## config.mk

```make
export PLATFORM = sky130hd
export DESIGN_NAME = sbus_frame_decoder_core
export DESIGN_NICKNAME = d
export VERILOG_FILES = /design/src/sv/sfd_pkg.sv /design/src/sv/sfd_ram.sv /design/src/sv/sbus_frame_decoder_core.sv
export SDC_FILE = /design/constraint.sdc
export NUM_CORES = 1
export LEC_CHECK = 0
export BUFFER_PORTS_ARGS = -buffer_cell sky130_fd_sc_hd__buf_2
export CAP_MARGIN = 40
export CORE_ASPECT_RATIO = 1.75
export CORE_MARGIN = 2
export CORE_UTILIZATION = 40
export CTS_BUF_LIST = sky130_fd_sc_hd__clkbuf_8
export DETAILED_ROUTE_END_ITERATION = 8
export PLACE_DENSITY = 0.64
export SYNTH_ARGS = -nofsm -noshare
export SYNTH_HDL_FRONTEND = slang
export SYNTH_HIERARCHICAL = 1
export SYNTH_SLANG_ARGS = --single-unit
```

## constraint.sdc

```tcl
create_clock -name clk -period 17.05 [get_ports clk]
set_input_delay 2.5575 -clock clk [delete_from_list [all_inputs] [get_ports clk]]
set_output_delay 2.5575 -clock clk [all_outputs]
set_load 0.01 [all_outputs]
```

## src/sv/sfd_pkg.sv

```systemverilog
package sfd_pkg;

	// Ring geometry.
	localparam int RING_DEPTH_DEF = 32;
	localparam int FRAME_SPAN     = 24;

	// Frame layout.
	localparam logic [7:0] START_MARK = 8'h0F;
	localparam logic [7:0] END_MARK   = 8'h00;
	localparam int NUM_CH      = 16;
	localparam int CH_W        = 11;
	localparam int CH_IDX_W    = 4;
	localparam int PAYLOAD_W   = NUM_CH * CH_W;
	localparam int FS_BYTE     = 23;
	localparam int BYTE_CNT_W  = 5;

	// Input field widths.
	localparam int BYTE_W  = 8;
	localparam int TICKS_W = 16;
	localparam int STAMP_W = 8;
	localparam int STAMP_LSB = 5;

	// Channel arithmetic.
	localparam int SCALE_W = 18;
	localparam int GAP_W   = 8;
	localparam int PROD_W  = CH_W + SCALE_W;
	localparam int FRAC_W  = 16;

	// Configuration port.
	localparam int CFG_IDX_W  = 4;
	localparam int CFG_DATA_W = 18;
	localparam logic [CFG_IDX_W-1:0] CFG_GAP    = 4'd0;
	localparam logic [CFG_IDX_W-1:0] CFG_OFFSET = 4'd1;
	localparam logic [CFG_IDX_W-1:0] CFG_SCALE  = 4'd2;
	localparam logic [CFG_IDX_W-1:0] CFG_MAX    = 4'd3;

	// Register values after reset.
	localparam logic [GAP_W-1:0]   GAP_RST    = 8'd4;
	localparam logic [CH_W-1:0]    OFFSET_RST = 11'd172;
	localparam logic [SCALE_W-1:0] SCALE_RST  = 18'd81800;
	localparam logic [CH_W-1:0]    MAX_RST    = 11'd2047;

	// Sequencer states.
	typedef enum logic [2:0] {
		ST_IDLE,
		ST_RDADDR,
		ST_RDDATA,
		ST_MUL,
		ST_SEND
	} sfd_state_t;

endpackage

```

## src/sv/sfd_ram.sv

```systemverilog
module sfd_ram #(
	parameter int WIDTH = 16,
	parameter int DEPTH = 32
) (
	input  logic                     clk,
	input  logic                     we,
	input  logic [$clog2(DEPTH)-1:0] waddr,
	input  logic [WIDTH-1:0]         wdata,
	input  logic [$clog2(DEPTH)-1:0] raddr,
	output logic [WIDTH-1:0]         rdata
);

	logic [WIDTH-1:0] mem [DEPTH];
	logic [WIDTH-1:0] rdata_q;

	// One write port and one registered read port.
	always_ff @(posedge clk) begin
		if (we) begin
			mem[waddr] <= wdata;
		end
		rdata_q <= mem[raddr];
	end

	assign rdata = rdata_q;

endmodule

```

## src/sv/sbus_frame_decoder_core.sv

```systemverilog
// Channel   Signals                                      Beat
// -------   -------------------------------------------  -----------------------------------
// input     in_valid, in_stall, rx_byte, rx_error,        one received byte
//           arrival_ticks
// output    out_valid, out_stall, channel_index,          one decoded channel
//           channel_value, failsafe, last
// config    cfg_valid, cfg_ready, cfg_index, cfg_data     one register write
//
// A plain byte or an errored byte is taken without a stall. An end mark stalls the input
// while its start slot is read back and checked. When it ends a frame the input stays
// stalled while the 24 ring slots are read through the one RAM read port (address and data
// steps alternate), then while each channel passes the shared multiplier and send step,
// plus any output stall met before the last channel is loaded.
// After reset the byte ring reads as 0xFF through per-slot valid bits; no clearing pass.
module sbus_frame_decoder_core #(
	parameter int RING_DEPTH = sfd_pkg::RING_DEPTH_DEF
) (
	input  logic                             clk,
	input  logic                             arst_n,
	// Input channel.
	input  logic                             in_valid,
	output logic                             in_stall,
	input  logic [sfd_pkg::BYTE_W-1:0]       rx_byte,
	input  logic                             rx_error,
	input  logic [sfd_pkg::TICKS_W-1:0]      arrival_ticks,
	// Output channel.
	output logic                             out_valid,
	input  logic                             out_stall,
	output logic [sfd_pkg::CH_IDX_W-1:0]     channel_index,
	output logic [sfd_pkg::CH_W-1:0]         channel_value,
	output logic                             failsafe,
	output logic                             last,
	// Configuration channel.
	input  logic                             cfg_valid,
	output logic                             cfg_ready,
	input  logic [sfd_pkg::CFG_IDX_W-1:0]    cfg_index,
	input  logic [sfd_pkg::CFG_DATA_W-1:0]   cfg_data
);

	localparam int AW     = $clog2(RING_DEPTH);
	localparam int RAM_W  = sfd_pkg::BYTE_W + sfd_pkg::STAMP_W;
	localparam int FRAC_SH = sfd_pkg::FRAC_W;
	localparam logic [AW-1:0] TOP_ADDR  = AW'(RING_DEPTH - 1);
	localparam logic [AW:0]   DEPTH_W   = (AW+1)'(RING_DEPTH);
	localparam logic [AW:0]   SPAN_W    = (AW+1)'(sfd_pkg::FRAME_SPAN);
	localparam logic [sfd_pkg::BYTE_CNT_W-1:0] FS_CNT =
		sfd_pkg::BYTE_CNT_W'(sfd_pkg::FS_BYTE);
	localparam logic [sfd_pkg::CH_IDX_W-1:0] LAST_CH =
		sfd_pkg::CH_IDX_W'(sfd_pkg::NUM_CH - 1);

	sfd_pkg::sfd_state_t state_q, state_d;

	// Configuration registers.
	logic [sfd_pkg::GAP_W-1:0]   gap_q;
	logic [sfd_pkg::CH_W-1:0]    offset_q;
	logic [sfd_pkg::SCALE_W-1:0] scale_q;
	logic [sfd_pkg::CH_W-1:0]    max_q;

	// Ring control.
	logic [AW-1:0]         widx_q;
	logic [AW-1:0]         widx_nx;
	logic [AW:0]           start_wide;
	logic [AW-1:0]         start_nx;
	logic [RING_DEPTH-1:0] byte_vld_q;
	logic [AW-1:0]         rd_addr_q;
	logic [AW-1:0]         rd_addr_inc;
	logic                  rvld_q;
	logic [RAM_W-1:0]      ram_rdata;
	logic                  ram_we;

	// Sequencer counters and frame data.
	logic [sfd_pkg::BYTE_CNT_W-1:0] byte_cnt_q;
	logic [sfd_pkg::CH_IDX_W-1:0]   ch_q;
	logic [sfd_pkg::STAMP_W-1:0]    stamp_q;
	logic [sfd_pkg::PAYLOAD_W-1:0]  pay_q;
	logic                           fs_q;
	logic [sfd_pkg::PROD_W-1:0]     prod_q;

	// Output register.
	logic                         out_vld_q;
	logic [sfd_pkg::CH_IDX_W-1:0] out_idx_q;
	logic [sfd_pkg::CH_W-1:0]     out_val_q;
	logic                         out_fs_q;
	logic                         out_last_q;

	logic                          in_acc;
	logic                          slot_free;
	logic [sfd_pkg::BYTE_W-1:0]    rd_byte;
	logic [sfd_pkg::STAMP_W-1:0]   rd_stamp;
	logic [sfd_pkg::STAMP_W-1:0]   elapsed;
	logic                          frame_ok;
	logic [sfd_pkg::CH_W-1:0]      raw_ch;
	logic [sfd_pkg::CH_W-1:0]      diff_ch;
	logic [sfd_pkg::PROD_W-FRAC_SH-1:0] scaled;
	logic [sfd_pkg::CH_W-1:0]      sat_ch;

	assign in_acc    = in_valid && !in_stall;
	assign in_stall  = (state_q != sfd_pkg::ST_IDLE);
	assign cfg_ready = 1'b1;
	assign slot_free = !out_vld_q || !out_stall;

	// Ring address arithmetic, modulo the ring depth.
	assign widx_nx     = (widx_q == TOP_ADDR) ? '0 : widx_q + 1'b1;
	assign rd_addr_inc = (rd_addr_q == TOP_ADDR) ? '0 : rd_addr_q + 1'b1;
	assign start_wide  = ({1'b0, widx_nx} >= SPAN_W) ? ({1'b0, widx_nx} - SPAN_W)
	                                                 : ({1'b0, widx_nx} + DEPTH_W - SPAN_W);
	assign start_nx    = start_wide[AW-1:0];

	// Byte and millisecond stamp share one ring entry.
	assign ram_we = in_acc && !rx_error;

	sfd_ram #(
		.WIDTH (RAM_W),
		.DEPTH (RING_DEPTH)
	) u_ring (
		.clk   (clk),
		.we    (ram_we),
		.waddr (widx_nx),
		.wdata ({rx_byte, arrival_ticks[sfd_pkg::STAMP_LSB +: sfd_pkg::STAMP_W]}),
		.raddr (rd_addr_q),
		.rdata (ram_rdata)
	);

	// A slot cleared since its last write reads as 0xFF.
	assign rd_byte  = rvld_q ? ram_rdata[RAM_W-1 -: sfd_pkg::BYTE_W] : 8'hFF;
	assign rd_stamp = ram_rdata[sfd_pkg::STAMP_W-1:0];
	assign elapsed  = stamp_q - rd_stamp;
	assign frame_ok = (rd_byte == sfd_pkg::START_MARK) && (elapsed <= gap_q);

	// Channel arithmetic: offset with floor, then saturation of the scaled product.
	assign raw_ch  = pay_q[sfd_pkg::CH_W-1:0];
	assign diff_ch = (raw_ch > offset_q) ? (raw_ch - offset_q) : '0;
	assign scaled  = prod_q[sfd_pkg::PROD_W-1:FRAC_SH];
	assign sat_ch  = (scaled > {2'b00, max_q}) ? max_q : scaled[sfd_pkg::CH_W-1:0];

	// Next-state logic of the sequencer.
	always_comb begin
		state_d = state_q;
		case (state_q)
			sfd_pkg::ST_IDLE: begin
				if (in_acc && !rx_error && rx_byte == sfd_pkg::END_MARK) begin
					state_d = sfd_pkg::ST_RDADDR;
				end
			end
			sfd_pkg::ST_RDADDR: begin
				state_d = sfd_pkg::ST_RDDATA;
			end
			sfd_pkg::ST_RDDATA: begin
				if (byte_cnt_q == '0 && !frame_ok) begin
					state_d = sfd_pkg::ST_IDLE;
				end else if (byte_cnt_q == FS_CNT) begin
					state_d = sfd_pkg::ST_MUL;
				end else begin
					state_d = sfd_pkg::ST_RDADDR;
				end
			end
			sfd_pkg::ST_MUL: begin
				state_d = sfd_pkg::ST_SEND;
			end
			sfd_pkg::ST_SEND: begin
				if (slot_free) begin
					state_d = (ch_q == LAST_CH) ? sfd_pkg::ST_IDLE : sfd_pkg::ST_MUL;
				end
			end
			default: begin
				state_d = sfd_pkg::ST_IDLE;
			end
		endcase
	end

	// State register.
	always_ff @(posedge clk or negedge arst_n) begin
		if (!arst_n) begin
			state_q <= sfd_pkg::ST_IDLE;
		end else begin
			state_q <= state_d;
		end
	end

	// Configuration registers; writes beyond the register list are dropped.
	always_ff @(posedge clk or negedge arst_n) begin
		if (!arst_n) begin
			gap_q    <= sfd_pkg::GAP_RST;
			offset_q <= sfd_pkg::OFFSET_RST;
			scale_q  <= sfd_pkg::SCALE_RST;
			max_q    <= sfd_pkg::MAX_RST;
		end else if (cfg_valid && cfg_ready) begin
			case (cfg_index)
				sfd_pkg::CFG_GAP:    gap_q    <= cfg_data[sfd_pkg::GAP_W-1:0];
				sfd_pkg::CFG_OFFSET: offset_q <= cfg_data[sfd_pkg::CH_W-1:0];
				sfd_pkg::CFG_SCALE:  scale_q  <= cfg_data[sfd_pkg::SCALE_W-1:0];
				sfd_pkg::CFG_MAX:    max_q    <= cfg_data[sfd_pkg::CH_W-1:0];
				default: begin
				end
			endcase
		end
	end

	// Control registers: write index, slot valid bits, counters and output valid.
	always_ff @(posedge clk or negedge arst_n) begin
		if (!arst_n) begin
			widx_q     <= '0;
			byte_vld_q <= '0;
			byte_cnt_q <= '0;
			ch_q       <= '0;
			out_vld_q  <= 1'b0;
		end else begin
			if (in_acc) begin
				if (rx_error) begin
					byte_vld_q <= '0;
				end else begin
					widx_q              <= widx_nx;
					byte_vld_q[widx_nx] <= 1'b1;
				end
				byte_cnt_q <= '0;
				ch_q       <= '0;
			end
			if (state_q == sfd_pkg::ST_RDDATA) begin
				byte_cnt_q <= byte_cnt_q + 1'b1;
			end
			if (state_q == sfd_pkg::ST_SEND && slot_free) begin
				out_vld_q <= 1'b1;
				ch_q      <= ch_q + 1'b1;
				if (ch_q == LAST_CH) begin
					byte_vld_q <= '0;
				end
			end else if (!out_stall) begin
				out_vld_q <= 1'b0;
			end
		end
	end

	// Frame datapath: ring read-back, payload shift register, multiplier, output data.
	always_ff @(posedge clk) begin
		if (in_acc) begin
			stamp_q   <= arrival_ticks[sfd_pkg::STAMP_LSB +: sfd_pkg::STAMP_W];
			rd_addr_q <= start_nx;
		end
		if (state_q == sfd_pkg::ST_RDADDR) begin
			rvld_q <= byte_vld_q[rd_addr_q];
		end
		if (state_q == sfd_pkg::ST_RDDATA) begin
			rd_addr_q <= rd_addr_inc;
			if (byte_cnt_q == FS_CNT) begin
				fs_q <= |rd_byte[3:2];
			end else if (byte_cnt_q != '0) begin
				pay_q <= {rd_byte, pay_q[sfd_pkg::PAYLOAD_W-1:sfd_pkg::BYTE_W]};
			end
		end
		if (state_q == sfd_pkg::ST_MUL) begin
			prod_q <= sfd_pkg::PROD_W'(diff_ch) * sfd_pkg::PROD_W'(scale_q);
		end
		if (state_q == sfd_pkg::ST_SEND && slot_free) begin
			out_idx_q  <= ch_q;
			out_val_q  <= sat_ch;
			out_fs_q   <= fs_q;
			out_last_q <= (ch_q == LAST_CH);
			pay_q      <= pay_q >> sfd_pkg::CH_W;
		end
	end

	assign out_valid     = out_vld_q;
	assign channel_index = out_idx_q;
	assign channel_value = out_val_q;
	assign failsafe      = out_fs_q;
	assign last          = out_last_q;

	// An errored byte leaves every ring slot reading as 0xFF.
	assert property (@(posedge clk) disable iff (!arst_n)
		(in_acc && rx_error) |=> (byte_vld_q == '0))
		else $error("byte ring not cleared after errored byte");

	// A new output beat is only loaded from the send step.
	assert property (@(posedge clk) disable iff (!arst_n)
		$rose(out_vld_q) |-> $past(state_q == sfd_pkg::ST_SEND))
		else $error("output valid raised outside send step");

	// The end-of-frame mark travels with the last channel only.
	assert property (@(posedge clk) disable iff (!arst_n)
		(out_vld_q && out_last_q) |-> (out_idx_q == LAST_CH))
		else $error("last flag on wrong channel");

	// The write index stays inside the ring.
	assert property (@(posedge clk) disable iff (!arst_n)
		({1'b0, widx_q} < DEPTH_W))
		else $error("write index outside ring");

	// The ring is cleared after the last channel of a frame is loaded.
	assert property (@(posedge clk) disable iff (!arst_n)
		(state_q == sfd_pkg::ST_SEND && slot_free && ch_q == LAST_CH)
			|=> (byte_vld_q == '0 && state_q == sfd_pkg::ST_IDLE))
		else $error("ring not cleared at frame end");

endmodule
```

* Word-level counts from Yosys, hierarchy flattened
Memories as Yosys holds them, arrays and structs flattened. A register that Yosys moved wholly into a read port is not among the register bits.
Index checks and enable logic that the tools add are counted.
** Cells by class
- Multipliers :: 1
- Eq/ne operators :: 16
- Bitwise gates (word level) :: 3
- Reductions and logical operators :: 33
- Order comparisons :: 7
- $add $sub $neg :: 9
- Muxes and demuxes :: 34
** Operator list (count)
- $mux 165 :: 4
- $mux 32 :: 4
- $mux 5 :: 7
- $or 32x32->32 :: 1
- $mul 11x18->29 :: 1
- $mux 11 :: 2
- $add 5x1->5 const B :: 4
- $eq 5x5->1 const B :: 3
- $pmux 3 s5 :: 1
- $reduce_and 2->1 :: 7
- $gt 13x11->1 :: 1
- $lt 5x6->1 const B :: 2
- $gt 11x11->1 :: 1
- $sub 11x11->11 :: 1
- $sub 5x5->5 const B :: 2
- $eq 4x2->1 const B :: 2
- $eq 8x4->1 const B :: 1
- $le 8x8->1 :: 1
- $logic_not 8->1 :: 1
- $mux 4 :: 2
- $mux 8 :: 1
- $reduce_bool 2->1 :: 4
- $sub 8x8->8 :: 1
- $logic_and 1x1->1 :: 7
- other kinds (25) :: 42
** Word-level totals
- Memories kept :: 1
- Logic and storage cells :: 125
- Input bits :: 52
- Bits in writable memories :: 512
- Output and inout port bits :: 20
- Flip-flop bits (word level) :: 335
** Memories
- u_ring.mem :: depth 32, width 16, rd ports 1, clocked after memory_dff 1, write ports 1, line sfd_ram.sv:13 : logic [WIDTH-1:0] mem [DEPTH];

* Depth between registers and ports, before layout
- Depth in word-level cells :: 11
- Gate-level depth with buffers :: 31
- Gate-level depth less buffers :: 30

* Hierarchy
Netlist, hierarchy kept.
** By module, submodules not included
- sbus_frame_decoder_core :: cells an instance 2096, area each 20858.8 µm², seq. area each 9009.9 µm², instances 1
- sfd_ram :: cells an instance 1143, area each 20535.9 µm², seq. area each 15695.1 µm², instances 1

* Worst setup path before layout
OpenSTA, ideal clock, no wires.
- Path kind :: reg2reg
- From :: reg pay_q[0] in the netlist's numbering
- To :: reg prod_q[28] in the netlist's numbering, data pin
- Path buffers :: 1
- Clock period less this slack :: 7054 ps
- Setup slack :: 9996 ps
- Required time :: 16790 ps
- Arrival :: 6794 ps
- Stages on the path, launching flop included :: 30
- Library setup time :: 260 ps
- Cell sequence :: edfxtp_1 inv_1 ha_1 inv_1 fa_1 a21o_1 a21oi_1 o21bai_1 a21oi_1 o21a_1 o21ai_2 xor2_2 buf_4 and3_1 fa_1 fa_1 fa_1 fa_1 inv_1 fa_1 inv_1 ha_1 nand4_1 nor3_1 nand4_1 a31oi_1 a21oi_1 o31ai_2 a21oi_1 xnor2_1
** Between the ends
- Cells in the longest elaborated chain, start to end :: 3
- Elaborated cells between the ends (all ways) :: 4
- Classes of those cells :: add/sub: 1; mul: 1; order compare: 1; mux: 1
** Ends and longest elaborated chain
- start: declaration :: line sbus_frame_decoder_core.sv:75 : logic [sfd_pkg::PAYLOAD_W-1:0] pay_q;
- start signal: assignment :: line sbus_frame_decoder_core.sv:247 : pay_q <= {rd_byte, pay_q[sfd_pkg::PAYLOAD_W-1:sfd_pkg::BYTE_W]};
- start signal: assignment :: line sbus_frame_decoder_core.sv:258 : pay_q <= pay_q >> sfd_pkg::CH_W;
- $sub 11x11->11 / $gt 11x11->1 (equally long branches) :: line sbus_frame_decoder_core.sv:132 : assign diff_ch = (raw_ch > offset_q) ? (raw_ch - offset_q) : '0;
- $mux 11 * :: line sbus_frame_decoder_core.sv:132
- $mul 11x18->29 * :: line sbus_frame_decoder_core.sv:251 : prod_q <= sfd_pkg::PROD_W'(diff_ch) * sfd_pkg::PROD_W'(scale_q);
- end signal: assignment :: line sbus_frame_decoder_core.sv:251
- end: declaration :: line sbus_frame_decoder_core.sv:77 : logic [sfd_pkg::PROD_W-1:0] prod_q;
Every way passes the cells marked *; elsewhere a longest branch is shown, timed or not.
A chain may end at the register's enable or synchronous reset.

* Worst setup path after layout
- From :: reg offset_q[2] in the netlist's numbering
- To :: reg prod_q[28] in the netlist's numbering, data pin
** Between the ends
- Cells in the longest elaborated chain, start to end :: 3
- Elaborated cells between the ends (all ways) :: 4
- Classes of those cells :: add/sub: 1; mul: 1; order compare: 1; mux: 1
** Ends and longest elaborated chain
- start: declaration :: line sbus_frame_decoder_core.sv:55 : logic [sfd_pkg::CH_W-1:0] offset_q;
- start signal: assignment :: line sbus_frame_decoder_core.sv:184 : offset_q <= sfd_pkg::OFFSET_RST;
- start signal: assignment :: line sbus_frame_decoder_core.sv:190 : sfd_pkg::CFG_OFFSET: offset_q <= cfg_data[sfd_pkg::CH_W-1:0];
- $sub 11x11->11 / $gt 11x11->1 (equally long branches) :: line sbus_frame_decoder_core.sv:132
- $mux 11 * :: line sbus_frame_decoder_core.sv:132
- $mul 11x18->29 * :: line sbus_frame_decoder_core.sv:251
Marked as above.

==> impl_metrics.toml <==
[run_status]
status = "finished, final reports clean"

[routing]
first_pass_iters = 5
vias = 24943
totalWireLength_um = 91400
drt_iter0_drc = 1631
wl_per_cell_um = 19.0
drtAntennaViolNets = 0
viasPerCell = 5.20
drc = 0

[global_routing]
grt_pass1_wl_um = 142000
antenna_found_initial = 4
grt_max_degree = 133
grt_usage_pct = 17.5
grt_pass1_vias = 25855
overflow = 0

[critical_path]
critPathMaxFanout = 18
r2r_setup_slack_ps = 8660
arrival_ps = 8940
worstPathRequired_ps = 17600
cp-start-kind = "flop"
r2r_start = "offset_q[2]$_DFFE_PN1P_"
reg2regPathDepth = 25
end_kind = "flop"
path_class = "flop to flop"
rr_endpoint = "prod_q[28]$_DFFE_PP_"

[placement]
gp_congestion = 0.885
dp_slack_ps = 8600
hpwlAfterDp_um = 61100
port_buffers = 62

[logic_synthesis]
synth.avg_cell_area_um2 = 12.8
synth-async-reset-ratio_pct = 11.6
syn-cell-area_um2 = 41400
synth_edf_count = 722
synth_cells = 3239
seq_area_frac_synth_pct = 59.7
yosysWarningCount = 6
ys_seq_elements = 847
synthesis.nets = 3550
synth_cell_types = 76
ys.flop_type = "edfxtp_1"

[hold_path]
hp-start = "u_ring/rdata[14]$_DFF_P_"
worstHoldEndpoint = "pay_q[174]$_SDFFE_PP0P_"
hp-class = "flop to flop"
min_path_cells = 2

[power]
power.total_mw = 7.42
power_leakage_nw = 18.6
ir_drop_mv = 0.149
pwr_density_cell_nw_per_um2 = 162

[sta]
slew_headroom_pct = 30.7
period_minus_slack_ps = 8390
rsz0062_at_grt = "false"
post-route-period-util_pct = 49.2
fin_skew_ps = 37.4
tightestPinTransition_ps = 1040
setup_violations = 0
final_max_slew_viol_count = 0
fmax_mhz = 119
hold_viol_final = 0
finalSetupTns_ps = 0
timing.final.ws_setup_ps = 8660

[floorplan]
pin_count = 72
die_area_um2 = 106000
die_w_um = 247
placementRows = 156
core_area_um2 = 103000
start_util_pct = 40.2
die_h_um = 430

[cts]
cts_buffers = 132
ctsResizeCount = 0
cts_max_level = 4
cts_tree = "yes"
clk_latency_ps = 830
ctsRootBufferMaster = "clkbuf_8"
cts_setup_buffers = 0
cts.sinks = 847
cts_hold_buf = 0
clk_path_buf_depth = 3
clk_pin_slew_ps = 60

[layout]
regArea_um2 = 24700
drive_gt1_share_pct = 12.3
synthToLayoutAreaGrowth_pct = 10.7
finish.net_count = 3661
fillers = 9333
multi_input_area_um2 = 14900

[job]
max-cap-violations = 0
-- flip-flops by register name (all words and copies together) (netlist names), 8 cells and up --
signal	cells
byte_vld_q	32
channel_value	11
gap_q	8
max_q	11
offset_q	11
pay_q	176
prod_q	13
scale_q	18
stamp_q	8
u_ring/mem	512
u_ring/rdata	16
-- kinds of logic after synthesis --
| family | Yosys count | synth area share [%] |
|---|---|---|
| xor+xnor | 33 | 0.716 |
| compound gates | 327 | 5.49 |
| flops | 847 | 59.7 |
| buf+inv | 390 | 4.34 |
| fa+ha+maj | 259 | 10.4 |
| mux | 325 | 8.14 |
| simple gates | 1057 | 11.2 |
| other cells | 1 | 0.00906 |
-- routing by layer --
metal / GRT usage, % / share of wire, % / vias to the layer above
met1: 18.2 / 36 / 12548
met5: 0 / 0.0099 / -
li1: - / - / 11645
met2: 34.0 / 57 / 538
met3: 2.75 / 3.7 / 210
met4: 7.05 / 3.2 / 2
-- stage by stage --
| step | cells | hold slack [ps] | instance area [um^2] | util [%] |
|---|---|---|---|---|
| global placement | 4538 | 457 | 42900 | 41.8 |
| floorplan | 3239 | 400 | 41400 | - |
| CTS | 4797 | 468 | 45800 | 44.5 |
| finish | 4799 | 466 | 45800 | 44.5 |
| detailed placement | 4559 | 466 | 43300 | 42.1 |
| global route | 4798 | 499 | 45800 | 44.5 |
-- cell usage after synthesis, drive strengths merged (3+ instances only) --
master  instances  area, um^2
a211oi          8        70.1
a21o           11        82.6
a21oi          71         374
a22o           33         289
a22oi          96         721
a311oi         10        87.6
a31oi          19         119
and2           78         488
and3           36         225
and4            3        26.3
buf            71         597
clkbuf         94         354
dfrtp          73        1830
dfstp          25         657
dfxtp          27         541
edfxtp        722       21700
fa            144        2880
ha            115        1440
inv           225         845
mux2           54         608
mux2i         267        2670
mux4            4        90.1
nand2         678        2540
nand2b          8        50.1
nand3          58         290
nand3b          8        60.1
nand4          28         175
nor2          110         453
nor2b           6        37.5
nor3           24         131
nor4            4        25.0
o21a            7        52.6
o21ai          41         209
o21bai          4        33.8
o221ai          5        43.8
o22ai           4        25.0
o31ai           5        42.5
or2             3        18.8
or3             4        25.0
or3b            3        26.3
xnor2          18         158
xor2           15         139
-- cell type report --
cell class	instances	area share, %
Multi-Input combinational cell	2002	32.6
Sequential cell	847	53.9
Clock inverter	99	1.28
Tap cell	1343	3.67
Inverter	225	1.85
Antenna cell	2	0.0109
Timing Repair Buffer	142	2.46
Clock buffer	139	4.18
-- report_power, final --
part           internal [mW]  switching (mW)
clock                  0.815           0.806
sequential              2.47           0.129
combinational           1.24            1.97
total                   4.52            2.90
-- placed cells by master (no fill, tap or decap), types with 57 or more instances in the layout --
master	instances
fa_1	144
nand2_1	678
ha_1	115
a22oi_1	96
and2_1	77
dfrtp_1	73
a21oi_1	68
buf_4	64
nand3_1	57
nor2_1	101
inv_1	275
clkbuf_8	139
mux2i_1	267
edfxtp_1	722
buf_2	62
-- worst max path at each step --
| stage | start | end | slack (ps) | cells past startpoint |
|---|---|---|---|---|
| 3_3_place_gp | offset_q[2]$_DFFE_PN1P_ | prod_q[28]$_DFFE_PP_ | 8590 | 25 |
| 3_5_place_dp | offset_q[2]$_DFFE_PN1P_ | prod_q[28]$_DFFE_PP_ | 8600 | 25 |
| 2_1_floorplan | pay_q[0]$_DFFE_PP_ | prod_q[28]$_DFFE_PP_ | 10000 | 29 |
| 4_1_cts | offset_q[2]$_DFFE_PN1P_ | prod_q[28]$_DFFE_PP_ | 8590 | 25 |
| 6_report | offset_q[2]$_DFFE_PN1P_ | prod_q[28]$_DFFE_PP_ | 8660 | 25 |
| 5_1_grt | offset_q[2]$_DFFE_PN1P_ | prod_q[28]$_DFFE_PP_ | 8200 | 25 |
-- worst max-delay path, stage by stage (launching register included) --
cell	delay, ps
dfstp_2	540
inv_1	40
ha_1	430
nand3b_1	190
a211oi_2	320
a2111oi_2	160
a41o_2	400
nor3_4	820
nand2_1	180
fa_1	520
fa_1	510
inv_1	50
fa_1	480
fa_1	560
inv_1	60
fa_1	530
inv_1	50
ha_1	410
nand2_1	120
nor3_1	350
nand4_1	180
a31oi_1	410
a21oi_1	210
o31ai_2	310
a21oi_1	130
xnor2_1	140
No activity file was read; power rests on OpenSTA's default activity.
